[src/rtl/core/apwa_pkg.sv]
// Shared constants, types and result codes of the ADC packet waveform assembler.
package apwa_pkg;

    localparam int CHANNELS            = 16;
    localparam int SAMPLES_PER_SEGMENT = 512;
    localparam int HEADER_BYTES        = 16;

    localparam int POS_W    = 10;
    localparam int POS_MAX  = (1 << POS_W) - 1;
    localparam int PAIRS    = SAMPLES_PER_SEGMENT / 2;
    localparam int PAIR_W   = $clog2(PAIRS + 1);
    localparam int HALVES_W = 32;
    localparam int CHAN_W   = 4;
    localparam int IDX_W    = 10;
    localparam int SAMPLE_W = 12;
    localparam int FRAME_W  = 16;

    localparam logic [HALVES_W-1:0] HALVES_FULL =
        HALVES_W'((64'd1 << (2 * CHANNELS)) - 64'd1);

    // Header byte offsets.
    localparam logic [POS_W-1:0] POS_ADC_CHAN = POS_W'(7);
    localparam logic [POS_W-1:0] POS_SEG_HI   = POS_W'(8);
    localparam logic [POS_W-1:0] POS_SEG_LO   = POS_W'(9);
    localparam logic [POS_W-1:0] POS_SEQ_HI   = POS_W'(10);
    localparam logic [POS_W-1:0] POS_SEQ_LO   = POS_W'(11);
    localparam logic [POS_W-1:0] POS_PAYLOAD  = POS_W'(HEADER_BYTES);

    // Queue between the parser and the output side.
    localparam int FIFO_DEPTH = 4;
    localparam int FIFO_PTR_W = $clog2(FIFO_DEPTH);

    typedef enum logic [1:0] {
        KIND_PAIR  = 2'd0,
        KIND_DONE  = 2'd1,
        KIND_SHORT = 2'd2,
        KIND_BADCH = 2'd3
    } kind_t;

    typedef struct packed {
        kind_t                kind;
        logic [CHAN_W-1:0]    channel;
        logic [IDX_W-1:0]     sample_index;
        logic [SAMPLE_W-1:0]  sample_even;
        logic [SAMPLE_W-1:0]  sample_odd;
        logic [FRAME_W-1:0]   frame_number;
    } result_t;

    // Everything one byte produces: an optional pair or bad-channel result,
    // followed by an optional end-of-packet result.
    typedef struct packed {
        logic    has_a;
        logic    has_b;
        result_t a;
        result_t b;
    } entry_t;

endpackage

[src/rtl/core/adc_packet_waveform_assembler.sv]
// Top level of the ADC packet waveform assembler: parser, result queue and output side.
//
//  Channel   Direction  Handshake            Payload
//  --------  ---------  -------------------  -------------------------------------------
//  s_axis    in         s_tvalid / s_tready  tdata: data_byte; tuser: first_byte;
//                                            tlast: last_byte
//  m_axis    out        m_tvalid / m_tready  tdata: channel, sample_index, sample_even,
//                                            sample_odd, frame_number; tuser: kind;
//                                            tlast: run_end
//
// The parser takes one packet byte per cycle and resolves its header, lock and
// unpacking decisions in that same cycle. Each byte that yields results puts one
// entry into a four-deep queue, and the output side sends one result per cycle
// from it while m_tready is high, so the two results of a byte leave one after
// the other. The input stalls only while the queue is full. Results pass through
// the queue memory and then the output register before they reach m_axis.
// Reset clears all parser state, the frame lock and the channel map.
module adc_packet_waveform_assembler
    import apwa_pkg::*;
(
    input  logic        clk,
    input  logic        rst_n,

    input  logic        s_tvalid,
    output logic        s_tready,
    input  logic [7:0]  s_tdata,   // [7:0] data_byte
    input  logic [0:0]  s_tuser,   // [0] first_byte
    input  logic        s_tlast,

    output logic        m_tvalid,
    input  logic        m_tready,
    output logic [55:0] m_tdata,   // [3:0] channel, [13:4] sample_index,
                                   // [25:14] sample_even, [37:26] sample_odd,
                                   // [53:38] frame_number, [55:54] zero
    output logic [1:0]  m_tuser,   // [1:0] kind
    output logic        m_tlast
);

    logic    accept;
    logic    push;
    entry_t  push_entry;
    logic    full;
    logic    pop;
    entry_t  head;
    logic    head_valid;
    result_t out_result;

    // A byte is taken whenever the queue has room for what it may produce.
    assign s_tready = !full;
    assign accept   = s_tvalid && s_tready;

    apwa_front u_front (
        .clk        (clk),
        .rst_n      (rst_n),
        .accept     (accept),
        .data_byte  (s_tdata),
        .first_byte (s_tuser[0]),
        .last_byte  (s_tlast),
        .push       (push),
        .push_entry (push_entry)
    );

    apwa_fifo u_fifo (
        .clk        (clk),
        .rst_n      (rst_n),
        .push       (push),
        .push_entry (push_entry),
        .full       (full),
        .pop        (pop),
        .head       (head),
        .head_valid (head_valid)
    );

    apwa_back u_back (
        .clk        (clk),
        .rst_n      (rst_n),
        .head       (head),
        .head_valid (head_valid),
        .pop        (pop),
        .out_ready  (m_tready),
        .out_valid  (m_tvalid),
        .out_result (out_result),
        .out_last   (m_tlast)
    );

    // The kind travels in tuser; the remaining fields are packed into tdata.
    assign m_tuser = out_result.kind;
    assign m_tdata = {2'b00,
                      out_result.frame_number,
                      out_result.sample_odd,
                      out_result.sample_even,
                      out_result.sample_index,
                      out_result.channel};

endmodule

[src/rtl/core/apwa_front.sv]
// Packet parser: header capture, frame lock, sample unpacking and channel map.
module apwa_front
    import apwa_pkg::*;
(
    input  logic       clk,
    input  logic       rst_n,
    input  logic       accept,
    input  logic [7:0] data_byte,
    input  logic       first_byte,
    input  logic       last_byte,
    output logic       push,
    output entry_t     push_entry
);

    logic [POS_W-1:0]    pos_reg, pos_next;
    logic [1:0]          phase_reg, phase_next;
    logic [PAIR_W-1:0]   pair_reg, pair_next;
    logic [7:0]          acb_reg, acb_next;
    logic [15:0]         seg_reg, seg_next;
    logic [15:0]         seq_reg, seq_next;
    logic                locked_reg, locked_next;
    logic [FRAME_W-1:0]  frame_reg, frame_next;
    logic [HALVES_W-1:0] halves_reg, halves_next;
    logic [15:0]         held_reg, held_next;
    logic                dropped_reg, dropped_next;

    logic [POS_W-1:0]    p;
    logic [1:0]          phase;
    logic [PAIR_W-1:0]   pair;
    logic                dropped;
    logic [7:0]          ch;
    logic [4:0]          half_bit;
    logic [IDX_W-1:0]    base;
    entry_t              ent;

    always_comb
    begin
        p       = first_byte ? '0 : pos_reg;
        phase   = first_byte ? '0 : phase_reg;
        pair    = first_byte ? '0 : pair_reg;
        dropped = first_byte ? 1'b0 : dropped_reg;
        ch      = {1'b0, acb_reg[7:4], 3'b000} + {4'b0000, acb_reg[3:0]};
        half_bit = {ch[3:0], (seg_reg != 16'd0)};
        base    = (seg_reg != 16'd0) ? IDX_W'(SAMPLES_PER_SEGMENT) : '0;

        pos_next     = p;
        phase_next   = phase;
        pair_next    = pair;
        acb_next     = acb_reg;
        seg_next     = seg_reg;
        seq_next     = seq_reg;
        locked_next  = locked_reg;
        frame_next   = frame_reg;
        halves_next  = halves_reg;
        held_next    = held_reg;
        dropped_next = dropped;
        ent          = '0;

        if (p < POS_PAYLOAD)
        begin
            if (p == POS_ADC_CHAN)
                acb_next = data_byte;
            else if (p == POS_SEG_HI)
                seg_next = {data_byte, 8'h00};
            else if (p == POS_SEG_LO)
                seg_next = {seg_reg[15:8], data_byte};
            else if (p == POS_SEQ_HI)
                seq_next = {data_byte, 8'h00};
            else if (p == POS_SEQ_LO)
                seq_next = {seq_reg[15:8], data_byte};
        end
        else if (!dropped)
        begin
            if (p == POS_PAYLOAD)
            begin
                if (!locked_reg)
                begin
                    locked_next = 1'b1;
                    frame_next  = seq_reg;
                end
                if (seq_reg != frame_next)
                    dropped_next = 1'b1;
                else if (ch >= 8'(CHANNELS))
                begin
                    dropped_next         = 1'b1;
                    ent.has_a            = 1'b1;
                    ent.a.kind           = KIND_BADCH;
                    ent.a.channel        = ch[3:0];
                end
            end
            if (!dropped_next && (pair < PAIR_W'(PAIRS)))
            begin
                unique case (phase)
                    2'd0: held_next = {8'h00, data_byte};
                    2'd1: held_next = {data_byte, held_reg[7:0]};
                    default:
                    begin
                        ent.has_a          = 1'b1;
                        ent.a.kind         = KIND_PAIR;
                        ent.a.channel      = ch[3:0];
                        ent.a.sample_index = base + IDX_W'({pair, 1'b0});
                        ent.a.sample_even  = {held_reg[11:8], held_reg[7:0]};
                        ent.a.sample_odd   = {data_byte, held_reg[15:12]};
                    end
                endcase
            end
        end

        if (last_byte)
        begin
            if (p < POS_PAYLOAD)
            begin
                ent.has_b   = 1'b1;
                ent.b.kind  = KIND_SHORT;
                locked_next = 1'b0;
                halves_next = '0;
            end
            else if (!dropped_next)
            begin
                halves_next = halves_reg | (HALVES_W'(1) << half_bit);
                if ((halves_next & HALVES_FULL) == HALVES_FULL)
                begin
                    ent.has_b   = 1'b1;
                    ent.b.kind  = KIND_DONE;
                    locked_next = 1'b0;
                    halves_next = '0;
                end
            end
            pos_next     = '0;
            phase_next   = '0;
            pair_next    = '0;
            dropped_next = 1'b0;
        end
        else if (p != POS_W'(POS_MAX))
        begin
            pos_next = p + POS_W'(1);
            if (p >= POS_PAYLOAD)
            begin
                if (phase == 2'd2)
                begin
                    phase_next = 2'd0;
                    if (pair < PAIR_W'(PAIRS))
                        pair_next = pair + PAIR_W'(1);
                end
                else
                    phase_next = phase + 2'd1;
            end
        end

        ent.a.frame_number = frame_next;
        ent.b.frame_number = frame_next;
    end

    assign push       = accept && (ent.has_a || ent.has_b);
    assign push_entry = ent;

    always_ff @(posedge clk or negedge rst_n)
    begin
        if (!rst_n)
        begin
            pos_reg     <= '0;
            phase_reg   <= '0;
            pair_reg    <= '0;
            acb_reg     <= '0;
            seg_reg     <= '0;
            seq_reg     <= '0;
            locked_reg  <= 1'b0;
            frame_reg   <= '0;
            halves_reg  <= '0;
            held_reg    <= '0;
            dropped_reg <= 1'b0;
        end
        else if (accept)
        begin
            pos_reg     <= pos_next;
            phase_reg   <= phase_next;
            pair_reg    <= pair_next;
            acb_reg     <= acb_next;
            seg_reg     <= seg_next;
            seq_reg     <= seq_next;
            locked_reg  <= locked_next;
            frame_reg   <= frame_next;
            halves_reg  <= halves_next;
            held_reg    <= held_next;
            dropped_reg <= dropped_next;
        end
    end

endmodule

[src/rtl/core/apwa_fifo.sv]
// Short result queue between the parser and the output side.
module apwa_fifo
    import apwa_pkg::*;
(
    input  logic   clk,
    input  logic   rst_n,
    input  logic   push,
    input  entry_t push_entry,
    output logic   full,
    input  logic   pop,
    output entry_t head,
    output logic   head_valid
);

    entry_t                mem_reg [FIFO_DEPTH];
    logic [FIFO_PTR_W-1:0] wr_ptr_reg, rd_ptr_reg;
    logic [FIFO_PTR_W:0]   count_reg, count_next;
    logic                  do_push, do_pop;

    assign full       = (count_reg == (FIFO_PTR_W + 1)'(FIFO_DEPTH));
    assign head_valid = (count_reg != '0);
    assign head       = mem_reg[rd_ptr_reg];
    assign do_push    = push && !full;
    assign do_pop     = pop && head_valid;

    always_comb
    begin
        count_next = count_reg;
        if (do_push && !do_pop)
            count_next = count_reg + (FIFO_PTR_W + 1)'(1);
        else if (do_pop && !do_push)
            count_next = count_reg - (FIFO_PTR_W + 1)'(1);
    end

    always_ff @(posedge clk)
    begin
        if (do_push)
            mem_reg[wr_ptr_reg] <= push_entry;
    end

    always_ff @(posedge clk or negedge rst_n)
    begin
        if (!rst_n)
        begin
            wr_ptr_reg <= '0;
            rd_ptr_reg <= '0;
            count_reg  <= '0;
        end
        else
        begin
            if (do_push)
                wr_ptr_reg <= wr_ptr_reg + FIFO_PTR_W'(1);
            if (do_pop)
                rd_ptr_reg <= rd_ptr_reg + FIFO_PTR_W'(1);
            count_reg <= count_next;
        end
    end

endmodule

[src/rtl/core/apwa_back.sv]
// Output side: splits queued entries into single results behind an output register.
module apwa_back
    import apwa_pkg::*;
(
    input  logic    clk,
    input  logic    rst_n,
    input  entry_t  head,
    input  logic    head_valid,
    output logic    pop,
    input  logic    out_ready,
    output logic    out_valid,
    output result_t out_result,
    output logic    out_last
);

    logic    sel_b_reg, sel_b_next;
    logic    valid_reg, valid_next;
    result_t result_reg;
    logic    last_reg;
    logic    emit_b, cur_last, load;
    result_t cur;

    always_comb
    begin
        emit_b   = sel_b_reg || !head.has_a;
        cur      = emit_b ? head.b : head.a;
        cur_last = emit_b || !head.has_b;
        load     = head_valid && (!valid_reg || out_ready);
        pop      = load && cur_last;

        sel_b_next = sel_b_reg;
        if (load)
            sel_b_next = !cur_last;

        valid_next = valid_reg;
        if (load)
            valid_next = 1'b1;
        else if (out_ready)
            valid_next = 1'b0;
    end

    always_ff @(posedge clk)
    begin
        if (load)
        begin
            result_reg <= cur;
            last_reg   <= cur_last;
        end
    end

    always_ff @(posedge clk or negedge rst_n)
    begin
        if (!rst_n)
        begin
            sel_b_reg <= 1'b0;
            valid_reg <= 1'b0;
        end
        else
        begin
            sel_b_reg <= sel_b_next;
            valid_reg <= valid_next;
        end
    end

    assign out_valid  = valid_reg;
    assign out_result = result_reg;
    assign out_last   = last_reg;

endmodule
[config.mk]
export PLATFORM = sky130hd
export DESIGN_NAME = adc_packet_waveform_assembler
export DESIGN_NICKNAME = d
export VERILOG_FILES = /design/src/rtl/core/apwa_pkg.sv /design/src/rtl/core/adc_packet_waveform_assembler.sv /design/src/rtl/core/apwa_front.sv /design/src/rtl/core/apwa_fifo.sv /design/src/rtl/core/apwa_back.sv
export SDC_FILE = /design/constraint.sdc
export NUM_CORES = 1
export LEC_CHECK = 0
export BUFFER_PORTS_ARGS = -buffer_cell sky130_fd_sc_hd__buf_4
export CAP_MARGIN = 0
export CORE_ASPECT_RATIO = 0.9
export CORE_MARGIN = 10
export CORE_UTILIZATION = 55
export CTS_CLUSTER_DIAMETER = 200
export DETAILED_ROUTE_END_ITERATION = 12
export GPL_ROUTABILITY_DRIVEN = 0
export PLACE_DENSITY = 0.72
export SYNTH_ARGS = -nofsm -noshare
export SYNTH_HDL_FRONTEND = slang
export SYNTH_SLANG_ARGS = --single-unit
[constraint.sdc]
create_clock -name clk -period 6.2 [get_ports clk]
set_input_delay 0.31 -clock clk [delete_from_list [all_inputs] [get_ports clk]]
set_output_delay 0.31 -clock clk [all_outputs]
set_load 0.02 [all_outputs]
==> metrics.txt <==
asr flop ratio synth=32.1%; hold depth=3; Final setup viols=0; largest net degree at the start of global routing=79; multi-input logic area=0.00555 mm²; Avg Vias per Cell=6.09; PortBufs=71; 1st-iter DRT viols=836; hpwl dp=22,400 µm; Hold Vio Cnt, Final=0; CP max FO=17; FF/Latch Area=0.0121 mm²; placement row count=62; commonest non-fill, non-tap cell in the layout=edfxtp_1; measured slew at the worst slew-check pin=1.18 ns; kind of critical path=flip-flop to flip-flop; final clock skew=0.0236 ns; Peak VDD IR=0.262 mV; Initial Util=55.9%; RSZ-0062 raised after global routing=false; max reg flops=232; # fillers=2,286; highest-delay cell along the critical path=and4_1; Die Area=0.0401 mm²; clock transition at the registers of the reported paths=0.06 ns; Placed Area=0.0189 mm²; commonest cells after routing, fill and taps aside=edfxtp_1 (288), dfrtp_1 (134), nand2_1 (101); critical hold path startpoint=s_tdata[5]; Sink Count=424; FF-to-FF setup slack=1.61 ns; CTS Buffer Depth=3; met2 wire length=18,000 µm; Final Critical Period=4.59 ns; Post-Syn Area per Cell=15.0 µm²; metal3 WL=2040 µm; chip height=191 µm; max-slew violation count=0; Post-CTS Resized=0; first-pass GRT wire length=59,900 µm; Ports=75; Yosys reg bits=424; WP data required=6.67 ns; total negative slack=0 ns; clock latency at the later pin of the worst-skew pair=0.54 ns; Largest stage delay, worst path=0.68 ns; Routed Antenna Nets=0; Total GRT Usage=18.6%; Power Total=0.00819 W; post-synthesis cell count=1,195; Yosys Warn Count=0; Max Used Layer=met4; sequential share of the synthesized area=67.4%; mapped cell area=0.0179 mm²; DRC Markers=0; nature of the critical path startpoint=flip-flop; status=finished clean; Cell variety after synth=66; detailed-route via count=10,400; design area=0.0204 mm²; Worst R2R End=u_fifo.count_reg[2]; crit-path cells=nor4_2, and4_1, a31o_1, a32oi_1, or4b_4, or4_1, a31o_2, inv_1, ha_1, inv_1, fa_1, xor2_1, nor2_1, xor2_1; chip width=210 µm; normalized max-slew margin=20.5%; arrival time at the worst endpoint=5.06 ns; DRT Wirelength=37,000 µm; first-pass detailed-route iteration total=5; Post-synth EDFFs=288; htree depth=2; CTS tree=yes; grt ovf=0; core area=0.0320 mm²; R2R depth=14; worst r2r src=u_front.seg_reg[2]; initial antenna violation count=0; Worst Hold End=u_front.held_reg[13]; Power Density=401 mW/mm²; period utilization=74.1%; Inserted Diodes=0; critical path capture point type=flip-flop; Layout area overhead=14.3%; Setup crit start=u_front.seg_reg[2]; Top FF cell, synth=edfxtp_1; WL met1=16,300 µm; vias in the first global route=10,700; Num CTS Buffers=43; Min-Delay Path Class=input pin to flip-flop; Final nets=1,293; share of cells above drive strength 1=23.5%; Max Cap Viol=0; WL/cell=21.6 µm; Fmax=218 MHz; clk root buf=clkbuf_16; LEAKAGE=7.56 nW
[cell usage after synthesis, types with 4 or more instances]
| cell | n | area, µm² |
|---|---|---|
| edfxtp_1 | 288 | 8650 |
| buf_4 | 4 | 30.0 |
| and3_1 | 43 | 269 |
| nor3_1 | 18 | 90.1 |
| o21a_1 | 34 | 255 |
| mux4_2 | 58 | 1310 |
| a21oi_1 | 22 | 110 |
| nand4_1 | 14 | 87.6 |
| nand3_1 | 27 | 135 |
| nor2b_1 | 11 | 68.8 |
| buf_2 | 5 | 25.0 |
| nor4_2 | 4 | 50.1 |
| a32oi_1 | 4 | 35.0 |
| a21o_1 | 7 | 52.6 |
| nand2_1 | 101 | 379 |
| mux2_2 | 66 | 743 |
| nor4_1 | 35 | 219 |
| inv_1 | 19 | 71.3 |
| nor4b_1 | 4 | 35.0 |
| a31oi_1 | 8 | 50.1 |
| nand4b_1 | 4 | 35.0 |
| o21ai_0 | 49 | 245 |
| and2_1 | 39 | 244 |
| nor3b_1 | 4 | 30.0 |
| ha_1 | 12 | 150 |
| nor2_1 | 31 | 116 |
| dfrtp_1 | 136 | 3400 |
| nand2b_1 | 4 | 25.0 |
| xnor2_1 | 20 | 175 |
| buf_1 | 5 | 18.8 |
| clkbuf_1 | 55 | 206 |
[metal layers]
layer	GRT usage, %	vias to the layer above
li1	-	4737
met1	25.8	5363
met2	30.4	295
met3	2.95	50
met4	4.64	0
met5	0	-
[per-stage QoR]
| stage | setup slack, ns | instances | hold slack, ns | util [%] |
|---|---|---|---|---|
| floorplan | 0.603 | 1197 | 0.0144 | - |
| global placement | 1.74 | 1635 | 0.315 | 59.1 |
| detailed placement | 1.59 | 1635 | 0.316 | 59.1 |
| CTS | 1.61 | 1716 | 0.0878 | 63.9 |
| global route | 1.36 | 1716 | 0.0971 | 63.9 |
| finish | 1.61 | 1716 | 0.116 | 63.9 |
[final cells by class]
type	count	share of cell area (%)
multi-input combinational	684	27.1
timing repair buffer	93	3.46
clock buffer	56	6.06
clock inverter	23	1.43
sequential	424	59.0
inverter	20	0.367
tap	416	2.55
[worst max path at each step]
stage          slack [ns]                     to
2_1_floorplan        0.60  u_fifo.mem_reg[0][16]
3_3_place_gp         1.74    u_fifo.count_reg[2]
3_5_place_dp         1.59    u_fifo.count_reg[2]
4_1_cts              1.61    u_fifo.count_reg[2]
5_1_grt              1.36    u_fifo.count_reg[2]
6_report             1.61    u_fifo.count_reg[2]
[report_power, final]
group	internal (W)	leakage, nW	switching [W]
combinational	0.000753	2.41	0.000996
sequential	0.00354	4.41	0.000179
clock	0.00166	0.742	0.00106
total	0.00596	7.56	0.00224
[worst max-delay path: cells and delay by family (launching register included)]
kind            cells  cell delay [ns]
simple gates        5             2.39
compound gates      3             0.67
fa+ha+maj           2             0.61
flops               1             0.39
xor+xnor            2             0.31
buf+inv             2             0.16
[cell families (layout without fill, tap and decap cells)]
kind of cell / count (synthesis) / after routing / share of synthesized area [%]
other: 1 / 3 / 0.0210
AO/OA/AOI/OAI: 161 / 161 / 5.93
multiplexers: 127 / 127 / 11.6
adder cells (fa/ha/maj): 13 / 13 / 0.952
flip-flops: 424 / 424 / 67.4
buffers and inverters: 89 / 192 / 1.99
AND/OR/NAND/NOR: 358 / 358 / 11.0
XOR/XNOR: 22 / 22 / 1.08
[repair_timing]
action	4_1_cts	5_1_grt
buffers inserted	0	0
endpoints found under the hold margin	59	0
hold buffers	2	0
No activity file was read; power rests on OpenSTA's default activity.
